==> config.mk <==
export PLATFORM = sky130hd
export DESIGN_NAME = sonar_frame_byte_parser_unit_flat
export DESIGN_NICKNAME = d
export VERILOG_FILES = /design/src/rtl/sfbp_pkg.sv /design/src/rtl/sfbp_if.sv /design/src/rtl/sfbp_fsm.sv /design/src/rtl/sfbp_out_reg.sv /design/src/rtl/sonar_frame_byte_parser_unit.sv /design/src/flat_wrapper.sv
export SDC_FILE = /design/constraint.sdc
export NUM_CORES = 1
export LEC_CHECK = 0
export ABC_AREA = 1
export BUFFER_PORTS_ARGS = -buffer_cell sky130_fd_sc_hd__buf_2
export CAP_MARGIN = 40
export CORE_MARGIN = 2
export CORE_UTILIZATION = 63
export CTS_BUF_LIST = sky130_fd_sc_hd__clkbuf_4
export DETAILED_ROUTE_END_ITERATION = 6
export PLACE_DENSITY = 0.87
export SLEW_MARGIN = 20
export SYNTH_ARGS = -nofsm -noshare
export SYNTH_HDL_FRONTEND = slang
export SYNTH_SLANG_ARGS = --single-unit
==> constraint.sdc <==
create_clock -name clk -period 4.3 [get_ports clk]
set_input_delay 0 -clock clk [delete_from_list [all_inputs] [get_ports clk]]
set_output_delay 0 -clock clk [all_outputs]
set_load 0.1 [all_outputs]
==> src/rtl/sfbp_pkg.sv <==
// Shared constants and types for the sonar frame byte parser.
package sfbp_pkg;

  localparam int PHASE_W = 4;
  localparam int LEN_W   = 16;

  localparam logic [7:0] START_BYTE  = 8'h42;  // 'B'
  localparam logic [7:0] HEADER_BYTE = 8'h52;  // 'R'

  localparam logic [PHASE_W-1:0] PH_START   = 4'd0;
  localparam logic [PHASE_W-1:0] PH_HEADER  = 4'd1;
  localparam logic [PHASE_W-1:0] PH_LEN_L   = 4'd2;
  localparam logic [PHASE_W-1:0] PH_LEN_H   = 4'd3;
  localparam logic [PHASE_W-1:0] PH_ID_L    = 4'd4;
  localparam logic [PHASE_W-1:0] PH_ID_H    = 4'd5;
  localparam logic [PHASE_W-1:0] PH_SRC     = 4'd6;
  localparam logic [PHASE_W-1:0] PH_DST     = 4'd7;
  localparam logic [PHASE_W-1:0] PH_PAYLOAD = 4'd8;
  localparam logic [PHASE_W-1:0] PH_CK_L    = 4'd9;
  localparam logic [PHASE_W-1:0] PH_CK_H    = 4'd10;

  typedef struct packed {
    logic [PHASE_W-1:0] parse_phase;
    logic               payload_valid;
    logic [7:0]         payload_data;
    logic               frame_done;
    logic [15:0]        frame_msg_id;
    logic [LEN_W-1:0]   frame_length;
    logic [7:0]         frame_source;
    logic [7:0]         frame_dest;
    logic [15:0]        frame_checksum;
  } sfbp_result_t;

endpackage

==> src/rtl/sfbp_if.sv <==
// Valid/ready channel interfaces for received bytes and parse results.
interface sfbp_byte_if ();
  logic       valid;
  logic       ready;
  logic [7:0] rx_byte;

  modport source (output valid, output rx_byte, input ready);
  modport sink (input valid, input rx_byte, output ready);
endinterface

interface sfbp_result_if import sfbp_pkg::*; ();
  logic               valid;
  logic               ready;
  logic [PHASE_W-1:0] parse_phase;
  logic               payload_valid;
  logic [7:0]         payload_data;
  logic               frame_done;
  logic [15:0]        frame_msg_id;
  logic [LEN_W-1:0]   frame_length;
  logic [7:0]         frame_source;
  logic [7:0]         frame_dest;
  logic [15:0]        frame_checksum;

  modport source (
    output valid, input ready,
    output parse_phase, output payload_valid, output payload_data, output frame_done,
    output frame_msg_id, output frame_length, output frame_source, output frame_dest,
    output frame_checksum
  );
  modport sink (
    input valid, output ready,
    input parse_phase, input payload_valid, input payload_data, input frame_done,
    input frame_msg_id, input frame_length, input frame_source, input frame_dest,
    input frame_checksum
  );
endinterface

==> src/rtl/sfbp_fsm.sv <==
// Framing state machine: header field capture and per-byte result decode.
module sfbp_fsm import sfbp_pkg::*; (
  input  logic         clk,
  input  logic         rst,
  input  logic         take,
  input  logic [7:0]   rx_byte,
  output sfbp_result_t result
);

  logic [PHASE_W-1:0] phase, phase_next;
  logic [LEN_W-1:0]   bytes_left, bytes_left_next;
  logic [LEN_W-1:0]   declared_length;
  logic [15:0]        msg_ident;
  logic [7:0]         source_id;
  logic [7:0]         dest_id;
  logic [7:0]         checksum_low;

  always_comb begin
    phase_next      = phase;
    bytes_left_next = bytes_left;
    result          = '0;
    unique case (phase)
      PH_START: begin
        if (rx_byte == START_BYTE) phase_next = PH_HEADER;
      end
      PH_HEADER: begin
        // a wrong second byte is dropped, not retried as a start byte
        phase_next = (rx_byte == HEADER_BYTE) ? PH_LEN_L : PH_START;
      end
      PH_LEN_L: phase_next = PH_LEN_H;
      PH_LEN_H: begin
        bytes_left_next = {rx_byte, declared_length[7:0]};
        phase_next      = PH_ID_L;
      end
      PH_ID_L: phase_next = PH_ID_H;
      PH_ID_H: phase_next = PH_SRC;
      PH_SRC:  phase_next = PH_DST;
      PH_DST: begin
        phase_next = (bytes_left == '0) ? PH_CK_L : PH_PAYLOAD;
      end
      PH_PAYLOAD: begin
        result.payload_valid = 1'b1;
        result.payload_data  = rx_byte;
        bytes_left_next      = bytes_left - LEN_W'(1);
        if (bytes_left == LEN_W'(1)) phase_next = PH_CK_L;
      end
      PH_CK_L: phase_next = PH_CK_H;
      PH_CK_H: begin
        result.frame_done     = 1'b1;
        result.frame_msg_id   = msg_ident;
        result.frame_length   = declared_length;
        result.frame_source   = source_id;
        result.frame_dest     = dest_id;
        result.frame_checksum = {rx_byte, checksum_low};
        phase_next            = PH_START;
      end
      default: phase_next = PH_START;
    endcase
    result.parse_phase = phase_next;
  end

  always_ff @(posedge clk) begin
    if (rst) begin
      phase      <= PH_START;
      bytes_left <= '0;
    end else if (take) begin
      phase      <= phase_next;
      bytes_left <= bytes_left_next;
    end
  end

  // header fields are always rewritten before a frame can complete
  always_ff @(posedge clk) begin
    if (take) begin
      if (phase == PH_LEN_L) declared_length[7:0]  <= rx_byte;
      if (phase == PH_LEN_H) declared_length[15:8] <= rx_byte;
      if (phase == PH_ID_L)  msg_ident[7:0]        <= rx_byte;
      if (phase == PH_ID_H)  msg_ident[15:8]       <= rx_byte;
      if (phase == PH_SRC)   source_id             <= rx_byte;
      if (phase == PH_DST)   dest_id               <= rx_byte;
      if (phase == PH_CK_L)  checksum_low          <= rx_byte;
    end
  end

endmodule

==> src/rtl/sfbp_out_reg.sv <==
// Result register with valid/ready handshake toward the consumer.
module sfbp_out_reg import sfbp_pkg::*; (
  input  logic         clk,
  input  logic         rst,
  input  logic         load,
  input  sfbp_result_t load_data,
  input  logic         out_ready,
  output logic         out_valid,
  output sfbp_result_t out_data,
  output logic         can_load
);

  // a new beat may enter in the same cycle the held one leaves
  assign can_load = !out_valid || out_ready;

  always_ff @(posedge clk) begin
    if (rst) begin
      out_valid <= 1'b0;
    end else if (can_load) begin
      out_valid <= load;
    end
  end

  always_ff @(posedge clk) begin
    if (load && can_load) out_data <= load_data;
  end

endmodule

==> src/rtl/sonar_frame_byte_parser_unit.sv <==
// Top level of the sonar frame byte parser.
// Parses a sonar link frame ('B', 'R', length, message id, source, destination,
// payload, checksum) one byte per beat. Every accepted byte gives exactly one
// result beat in the following cycle, carrying the phase after that byte, the byte
// itself when it was payload, and the header fields plus the received checksum
// on the last checksum byte. A byte is accepted every cycle while the result
// register is empty or being drained; the state update and result decode sit
// in one short stage between the input handshake and the result register.
// The checksum is reported but not verified.
module sonar_frame_byte_parser_unit import sfbp_pkg::*; (
  input logic         clk,
  input logic         rst,
  sfbp_byte_if.sink   rx,
  sfbp_result_if.source res
);

  sfbp_result_t fsm_result;
  sfbp_result_t held;
  logic         can_load;
  logic         take;

  assign rx.ready = can_load;
  assign take     = rx.valid && can_load;

  sfbp_fsm u_fsm (
    .clk     (clk),
    .rst     (rst),
    .take    (take),
    .rx_byte (rx.rx_byte),
    .result  (fsm_result)
  );

  sfbp_out_reg u_out (
    .clk       (clk),
    .rst       (rst),
    .load      (take),
    .load_data (fsm_result),
    .out_ready (res.ready),
    .out_valid (res.valid),
    .out_data  (held),
    .can_load  (can_load)
  );

  assign res.parse_phase    = held.parse_phase;
  assign res.payload_valid  = held.payload_valid;
  assign res.payload_data   = held.payload_data;
  assign res.frame_done     = held.frame_done;
  assign res.frame_msg_id   = held.frame_msg_id;
  assign res.frame_length   = held.frame_length;
  assign res.frame_source   = held.frame_source;
  assign res.frame_dest     = held.frame_dest;
  assign res.frame_checksum = held.frame_checksum;

`ifndef ASSERT_OFF
  a_accept_gives_beat: assert property (@(posedge clk) disable iff (rst)
    rx.valid && rx.ready |=> res.valid)
    else $error("accepted byte produced no result beat");

  a_done_ends_frame: assert property (@(posedge clk) disable iff (rst)
    res.valid && res.frame_done |-> res.parse_phase == PH_START && !res.payload_valid)
    else $error("frame completion not back at start phase");

  a_payload_phase: assert property (@(posedge clk) disable iff (rst)
    res.valid && res.payload_valid |->
      res.parse_phase == PH_PAYLOAD || res.parse_phase == PH_CK_L)
    else $error("payload byte reported outside payload phases");

  a_no_accept_when_full: assert property (@(posedge clk) disable iff (rst)
    res.valid && !res.ready |-> !rx.ready)
    else $error("input ready while result register is stalled");
`endif

endmodule
==> src/flat_wrapper.sv <==
// flat-port wrapper written by rule: the top's interface ports become plain ports
module sonar_frame_byte_parser_unit_flat import sfbp_pkg::*;
  (clk, rst, rx_valid, rx_rx_byte, rx_ready, res_valid, res_ready, res_parse_phase, res_payload_valid, res_payload_data, res_frame_done, res_frame_msg_id, res_frame_length, res_frame_source, res_frame_dest, res_frame_checksum);
  sfbp_byte_if rx_i ();
  sfbp_result_if res_i ();
  input logic clk;
  input logic rst;
  input wire logic [$bits(rx_i.valid)-1:0] rx_valid;
  input wire logic [$bits(rx_i.rx_byte)-1:0] rx_rx_byte;
  output wire logic [$bits(rx_i.ready)-1:0] rx_ready;
  output wire logic [$bits(res_i.valid)-1:0] res_valid;
  input wire logic [$bits(res_i.ready)-1:0] res_ready;
  output wire logic [$bits(res_i.parse_phase)-1:0] res_parse_phase;
  output wire logic [$bits(res_i.payload_valid)-1:0] res_payload_valid;
  output wire logic [$bits(res_i.payload_data)-1:0] res_payload_data;
  output wire logic [$bits(res_i.frame_done)-1:0] res_frame_done;
  output wire logic [$bits(res_i.frame_msg_id)-1:0] res_frame_msg_id;
  output wire logic [$bits(res_i.frame_length)-1:0] res_frame_length;
  output wire logic [$bits(res_i.frame_source)-1:0] res_frame_source;
  output wire logic [$bits(res_i.frame_dest)-1:0] res_frame_dest;
  output wire logic [$bits(res_i.frame_checksum)-1:0] res_frame_checksum;
  assign rx_i.valid = rx_valid;
  assign rx_i.rx_byte = rx_rx_byte;
  assign rx_ready = rx_i.ready;
  assign res_valid = res_i.valid;
  assign res_i.ready = res_ready;
  assign res_parse_phase = res_i.parse_phase;
  assign res_payload_valid = res_i.payload_valid;
  assign res_payload_data = res_i.payload_data;
  assign res_frame_done = res_i.frame_done;
  assign res_frame_msg_id = res_i.frame_msg_id;
  assign res_frame_length = res_i.frame_length;
  assign res_frame_source = res_i.frame_source;
  assign res_frame_dest = res_i.frame_dest;
  assign res_frame_checksum = res_i.frame_checksum;
  sonar_frame_byte_parser_unit u_core (.clk(clk), .rst(rst), .rx(rx_i), .res(res_i));
endmodule
Word level (Yosys, flattened, before mapping)
Cells that the tools add are included.

storage, ports and cells
  flip-flop bits (word level) = 155
  input bits = 12
  output and inout port bits = 80
  logic and storage cells = 56

operators by class
  $add $sub $neg = 1
  eq/ne operators = 13
  mux-type cells = 8
  reductions and logical operators = 15

operators with widths
  cell                                                                   count
  65-bit 2-to-1 mux                                                      1
  4-bit case mux with 10 select lines                                    1
  16-bit case mux with 2 select lines                                    1
  16-bit by 1-bit == test with 1-bit output (second input constant)      1
  4-bit by 3-bit == test with 1-bit output (second input constant)       4
  8-bit by 7-bit == test with 1-bit output (second input constant)       2
  16-bit zero test                                                       1
  2-bit AND reduction                                                    8
  16-bit by 1-bit subtractor with 16-bit output (second input constant)  1
  4-bit == test (second input constant)                                  3
  9-bit 2-to-1 mux                                                       1
  4-bit by 2-bit == test with 1-bit output (second input constant)       2
  4-bit 2-to-1 mux                                                       2
  4-bit by 1-bit == test with 1-bit output (second input constant)       1
  4-bit zero test                                                        1
  1-bit logical AND                                                      2
  2-bit 2-to-1 mux                                                       1
  2-bit nonzero test                                                     1
  1-bit zero test                                                        1
  1-bit logical OR                                                       1
  1-bit 2-to-1 mux                                                       1

Longest topological paths before layout
Gate-level depths: netlist of the first run.

  depth after elaboration = 4
  depth in mapped cells = 10
  gate-level depth less buffers = 10

Modules after synthesis
A second synthesis of the first run with hierarchy kept.

unflattened totals
  cells, all modules = 546
  area, all modules = 6127.1 µm²

by module, submodules not included
  module                        instances  cells each  area an instance (µm²)
  sfbp_fsm                      1          460         3729.8
  sfbp_out_reg                  1          84          2389.8
  sonar_frame_byte_parser_unit  1          2           7.5

Least setup slack after synthesis of the first run
No wires, ideal clock.

  path type = register -> register
  from = register u_core.u_out.out_valid
  to = register u_core.u_fsm.phase[3]
  setup time = 0.097 ns
  data arrival time = 3.821 ns
  data required time = 4.203 ns
  slack = 0.382 ns
  cell stages (with the launch flop) = 6
  clock period less this slack = 3.918 ns
  cell sequence = dfxtp_1 nand2_1 nand2_1 inv_1 o21ai_0 a31oi_1

between the ends
  word-level cells in the longest chain between the ends = 3

ends and longest elaborated chain
  item                      line                                text
  start: declaration        sfbp_out_reg.sv:8                   output logic out_valid,
  start signal: assignment  sfbp_out_reg.sv:20                  out_valid <= load;
  1-bit zero test           sfbp_out_reg.sv:14                  assign can_load = !out_valid || out_ready;
  1-bit logical OR          sfbp_out_reg.sv:14
  net rx_ready              flat_wrapper.sv:10                  output wire logic [$bits(rx_i.ready)-1:0] rx_ready;
  1-bit logical AND         sonar_frame_byte_parser_unit.sv:23  assign take = rx.valid && can_load;
  net u_core.take           sonar_frame_byte_parser_unit.sv:20  logic take;
  end signal: assignment    sfbp_fsm.sv:67                      phase <= phase_next;
  end: declaration          sfbp_fsm.sv:10                      logic [PHASE_W-1:0] phase, phase_next;

The timed path passes the listed nets, and every way through them passes these cells.
A chain may end at the register's enable or synchronous reset.

Worst setup path in the final report of the first run
  from = register u_core.u_out.out_valid
  to = register u_core.u_fsm.phase[3]

between the ends
  word-level cells in the longest chain between the ends = 3

ends and longest elaborated chain
  item               line
  1-bit zero test    sfbp_out_reg.sv:14
  1-bit logical OR   sfbp_out_reg.sv:14
  1-bit logical AND  sonar_frame_byte_parser_unit.sv:23
  net u_core.take    sonar_frame_byte_parser_unit.sv:20

The timed path passes the listed nets, and every way through them passes these cells.

==> summary.txt, run 1 <==
Setup path
  – WP buf/inv: 2
  – CP Capture Type: register
  – Setup Crit Path Kind: register to register
  – Cell count along the critical path: 6
  – Worst path required time: 4.77 ns
  – Slowest cell on the critical path: buf_4
  – Worst Reg-to-Reg Cells: 6
  – Critical path fanouts, max: 58
  – Cell mode on critical path: nand2_1
  – Worst-path cell chain: nand2_1, nand2_1, inv_2, buf_4, o21ai_0, a31oi_1
  – R2R Setup Slk: 1.88 ns
  – Critical Path Start Type: register
  – Arrival time at the worst endpoint: 2.89 ns
  – CP peak stage delay: 0.65 ns
  – CP delay by family, top: buffers and inverters

Clock network
  – Clock sink total: 155
  – H-Tree Depth: 4
  – PostCTS Resize Cnt: 0
  – TritonCTS clock tree: done
  – Skew-Pair Late Insertion Delay: 0.55 ns
  – Root buf cell: clkbuf_4
  – Worst-path clk slew: 0.14 ns
  – CTS Buf Count: 17
  – Clock buffer depth: 2

Timing
  – RSZ-0062 raised after global routing: no
  – Final period util: 56.2%
  – TNS Setup: 0 ns
  – Final Hold Viols: 0
  – Worst relative slew slack: 46.9%
  – Actual slew at the worst max-slew pin: 0.793 ns
  – Final setup margin: 1.88 ns
  – Peak Freq: 0.414 GHz
  – Setup Viol. Count Final: 0
  – Final Slew Violations: 0
  – Final Skew: 0.0155 ns
  – Fin crit period: 2.42 ns

Floorplanning
  – IO Count: 92
  – Die X: 102 um
  – DIE AREA: 10,500 um^2
  – # rows: 35
  – Die height: 102 um
  – Initial Util: 65.4%
  – CORE AREA: 9330 um^2

Yosys
  – Syn Std Cell Area: 6100 um^2
  – Top cell type's share of synthesized area: 66.0%
  – Syn Area/Cell: 11.2 um^2
  – Ys Warns: 0
  – Dominant cell type by area after synthesis: edfxtp_1
  – Largest cells by area after synthesis: edfxtp_1 66%, nor2_1 7.4%, dfxtp_1 6.9%
  – Net Count, Synth: 560
  – Mapped Cells: 545
  – Sequential area share after synthesis: 72.8%
  – Synthesized flop and latch total: 155
  – Synth unique cells: 31

Route
  – Iter 0 DRT Violations: 357
  – TritonRoute pass-1 iters: 5
  – DR WL/cell: 15.3 um
  – DR vias: 4,206
  – Post-Route WL: 12,200 um
  – Avg Vias per Cell: 5.26
  – DRC: 0
  – Post-route ant nets: 0

Place
  – Final HPWL DP: 8070 um
  – Number of port buffers: 91
  – Setup WS pre-CTS: 1.93 ns
  – Placed cell area: 6710 um^2
  – RD Place Congestion: 0.980
  – Placed Cells: 756

Global route
  – Number of global-route vias before repair: 3,857
  – Largest net degree at the start of global routing: 59
  – Total gr overflow: 0
  – First-pass GRT wire length: 19,000 um
  – Antenna violations before repair: 0
  – GRT Total Usage: 24.8%

Final layout
  – Nets: 672
  – Storage element area: 4440 um^2
  – Final non-filler cell total: 799
  – Antenna cell count: 0
  – Fraction of layout cells with a size suffix above 1: 20.6%
  – Layout area overhead: 16.1%
  – Utilization after layout: 76.0%
  – Area of the multi-input gates: 1240 um^2
  – FILL cells: 617
  – Final instance area: 7090 um^2

Hold path
  – Hold Path Cell Cnt: 3
  – Hold WC Path Type: input port to register

Outcome
  – Run status: finished clean

Pwr
  – Pwr Density: 436 nW/um^2
  – Leak: 3.12 nW
  – VDD IR max: 200 uV

Run
  – Max_cap viols: 0
worst paths after layout:
kind | startpoint | endpoint
worst max register to register | u_core.u_out.out_valid | u_core.u_fsm.phase[3]
worst min-delay path | rx_valid | u_core.u_fsm.phase[2]
worst min register to register | u_core.u_fsm.bytes_left[3] | u_core.u_fsm.bytes_left[3]
worst max-delay path | u_core.u_out.out_valid | u_core.u_fsm.phase[3]
where the power goes:
| part | switching [mW] | internal [mW] |
|---|---|---|
| Clock | 0.558 | 0.259 |
| Combinational | 0.469 | 0.0868 |
| Sequential | 0.0250 | 1.69 |
worst register-to-register path, stage by stage, from the launching register on:
cell and delay, ns:
dfxtp_1 0.34, nand2_1 0.10, nand2_1 0.32, inv_2 0.55
buf_4 0.66, o21ai_0 0.20, a31oi_1 0.17
cell usage after synthesis, drive strengths merged:
cell type,number
edfxtp,134
nor2,123
inv,94
nand2,74
a21oi,22
dfxtp,21
nand3,21
o21ai,20
clkbuf,9
nor3,7
buf,5
ha,3
a31oi,2
nand4,2
nor4,2
a211oi,1
clkinv,1
nand3b,1
o211ai,1
o21bai,1
xor2,1
sequential cells by signal, summed over array words and instances (netlist names):
register	cells
u_core.u_out.out_data	78
u_core.u_fsm.bytes_left	16
u_core.u_fsm.declared_length	16
u_core.u_fsm.msg_ident	16
u_core.u_fsm.checksum_low	8
u_core.u_fsm.dest_id	8
u_core.u_fsm.source_id	8
u_core.u_fsm.phase	4
u_core.u_out.out_valid	1
cell type report:
class | count | share of cell area (%)
Sequential cell | 155 | 62.7
Clock inverter | 14 | 1.84
Inverter | 95 | 5.03
Multi-Input combinational cell | 281 | 17.4
Clock buffer | 18 | 1.91
Timing Repair Buffer | 107 | 8.78
Tap cell | 129 | 2.28
cells by family after synthesis:
family / Yosys count / synth area share (%)
simple gates: 230 / 15.2
flops: 155 / 72.8
buf+inv: 109 / 6.97
compound gates: 47 / 4.27
fa+ha+maj: 3 / 0.615
xor+xnor: 1 / 0.144
routing by layer:
layer	share of wire, %	wire length (um)	vias up	global-route usage (%)
met1	42	5080	1974	33.5
met3	7.8	950	21	5.13
met5	0	0	-	0
li1	-	-	2003	-
met2	49	6010	208	40.4
met4	1.5	180	0	9.03
what timing repair did:
action | CTS | global route
endpoints found under the setup margin | 0 | 0
hold buffers | 11 | 0
endpoints found under the hold margin | 81 | 0
setup buffers | 0 | 0
per-stage QoR:
step / power, mW / hold slack (ns)
after floorplan: 2.20 / 0.0785
after global placement: 2.28 / 0.305
after detailed placement: 2.30 / 0.316
after CTS: 3.09 / 0.109
after global routing: 3.19 / 0.179
final: 3.09 / 0.116
placed cells by master (no fill, tap or decap), drive strengths merged, types with 4 or more instances in the layout:
cell type      n
inv          102
clkbuf        18
nor3           7
buf           96
o21ai         20
edfxtp       134
dlygate4sd3   11
nand2         74
a21oi         22
nor2         123
dfxtp         21
clkinv         4
nand3         21
Note: power is estimated with default switching activity, not from simulation.
==> run 2, diff against run 1 <==
- CORE_UTILIZATION: 63 -> 53
- PLACE_DENSITY: 0.87 -> 0.78
- clock period: 4.3 -> 2 ns (I/O delays scaled with it)
==> run 2 against run 1 <==
Sequential share of layout area down 2.2 points. Die area up 18%. Critical path depth up 1. Non-clock buffer count up 11. Maximum frequency up 27%. Routed wire length up 6.2%. Sequential power up 110%. Critical path type unchanged. Critical endpoint is now u_core.u_fsm.phase[2].
==> summary.txt, run 2 (synthesis gave the netlist of run 1 again) <==
Outcome
  – Run status: finished clean

Hold path
  – Hold WC Path Type: input port to register

Final layout
  – Layout area overhead: 20.4%
  – Top reg by flops: u_core.u_out.out_data
  – Leading cell type in the layout, fill and taps excluded: edfxtp_1
  – Fraction of layout cells with a size suffix above 1: 22.0%
  – Most frequent cells in the layout: 134 x edfxtp_1, 120 x nor2_1, 91 x inv_1, 91 x buf_2, 71 x nand2_1
  – Final non-filler cell total: 824
  – Nets: 683
  – Utilization after layout: 64.9%
  – Antenna cell count: 0
  – Max reg flops: 78
  – FILL cells: 858

Setup path
  – Setup crit start: u_core.u_fsm.phase[2]
  – R2R Setup Slk: 0.1 ns
  – Critical path fanouts, max: 4
  – Worst Reg-to-Reg Cells: 7
  – Arrival time at the worst endpoint: 2.39 ns
  – Worst path required time: 2.48 ns
  – Setup Crit Path Kind: register to register
  – Crit path capture: u_core.u_fsm.phase[2]
  – Critical Path Start Type: register
  – Worst reg2reg endpoint: u_core.u_fsm.phase[2]
  – Worst r2r src: u_core.u_fsm.phase[2]
  – CP Capture Type: register

Floorplanning
  – IO Count: 92
  – Die height: 111 um
  – # rows: 39
  – Initial Util: 53.9%
  – CORE AREA: 11,300 um^2
  – Die X: 111 um
  – DIE AREA: 12,400 um^2

Timing
  – Fin crit period: 1.90 ns
  – Actual slew at the worst max-slew pin: 0.684 ns
  – Final hold slack: 0.327 ns
  – Worst relative slew slack: 54.2%
  – Final Hold Viols: 0
  – TNS Setup: 0 ns
  – Final period util: 95.1%
  – Peak Freq: 0.526 GHz
  – Final Skew: 0.0250 ns
  – Final setup margin: 0.0989 ns
  – Setup Viol. Count Final: 0
  – Final Slew Violations: 0
  – RSZ-0062 raised after global routing: no

Global route
  – First-pass GRT wire length: 20,400 um
  – Antenna violations before repair: 0
  – Largest net degree at the start of global routing: 61
  – Total gr overflow: 0
  – GRT Total Usage: 21.6%
  – Number of global-route vias before repair: 3,960

Run
  – Max_cap viols: 0

Clock network
  – Clock sink total: 155
  – Skew-Pair Late Insertion Delay: 0.55 ns
  – Postcts setup bufs: 0
  – TritonCTS clock tree: done
  – CTS Buf Count: 17
  – H-Tree Depth: 4
  – Worst-path clk slew: 0.13 ns
  – Clock buffer depth: 2
  – Root buf cell: clkbuf_4

Route
  – Post-route ant nets: 0
  – DRC: 0
  – TritonRoute pass-1 iters: 7
  – Post-Route WL: 13,000 um
  – DR WL/cell: 15.8 um
  – DR vias: 4,173
  – Iter 0 DRT Violations: 317
  – Avg Vias per Cell: 5.06

Pwr
  – Leak: 3.24 nW
  – VDD IR max: 625 uV
  – Pwr Density: 997 nW/um^2

Place
  – Final HPWL DP: 8440 um
  – Setup WS pre-CTS: 0.349 ns
  – RD Place Congestion: 0.879
  – Placed Cells: 779
  – Number of port buffers: 91
-- run 2: cell types whose count changed in the layout (fill, tap and decap cells not counted), sizes merged --
cell         change
inv              -6
clkinvlp         -1
buf              +9
bufinv           +6
clkbuf           +1
dlygate4sd3      +2
-- run 2: final cells by class --
cell class / instances / area [um^2] / share of cell area, %
well taps: 143 / 179 / 2.43
clock buffers: 19 / 143 / 1.94
flip-flops and latches: 155 / 4450 / 60.5
clock inverters: 13 / 236 / 3.22
inverters: 95 / 360 / 4.90
repair buffers: 118 / 716 / 9.74
multi-input cells: 281 / 1270 / 17.2
-- run 2: repair_timing --
action | CTS | global route
hold buffers | 13 | 0
resized for setup | 0 | 2
endpoints found under the hold margin | 82 | 0
setup endpoints to repair | 0 | 1
-- run 2: worst max-delay path, cell delays in order, from the launching register on --
cell and delay (ns):
dfxtp_1 0.37, inv_1 0.11, nor2_2 0.18, inv_1 0.11, o21ai_1 0.22, nor2_1 0.07
a211oi_1 0.19, dlygate4sd3_1 0.59
-- run 2: where the power goes --
| part | internal [mW] | leakage [nW] | total [mW] | switching (mW) |
|---|---|---|---|---|
| Combinational | 0.205 | 1.57 | 1.23 | 1.02 |
| Clock | 1.29 | 0.198 | 2.41 | 1.12 |
| Sequential | 3.64 | 1.46 | 3.69 | 0.0538 |
-- run 2: routing by layer --
metal | routed length, um | up-vias | global-route usage (%) | share of wire, %
met1 | 5390 | 1949 | 28.6 | 42
met3 | 937 | 17 | 5.52 | 7.2
met4 | 165 | 0 | 6.67 | 1.3
li1 | - | 2023 | - | -
met5 | 0 | - | 0 | 0
met2 | 6480 | 184 | 35.4 | 50
-- run 2: how the worst min path moves through the flow --
stage                  start                              end  slack, ns  cells past startpoint
2_1_floorplan            rst            u_core.u_fsm.phase[2]       0.08                      1
3_3_place_gp   rx_rx_byte[3]          u_core.u_fsm.dest_id[3]       0.33                      1
3_5_place_dp   rx_rx_byte[3]          u_core.u_fsm.dest_id[3]       0.32                      1
4_1_cts        rx_rx_byte[3]  u_core.u_fsm.declared_length[3]       0.28                      2
5_1_grt        rx_rx_byte[3]       u_core.u_fsm.msg_ident[11]       0.28                      2
6_report       rx_rx_byte[3]        u_core.u_fsm.msg_ident[3]       0.33                      2
-- run 2: metrics by stage --
stage / cell area (um^2) / power [mW]
3_5_place_dp: 6840 / 4.96
6_report: 7350 / 7.33
2_1_floorplan: 6140 / 4.73
5_1_grt: 7350 / 7.57
4_1_cts: 7350 / 7.35
3_3_place_gp: 6820 / 4.94
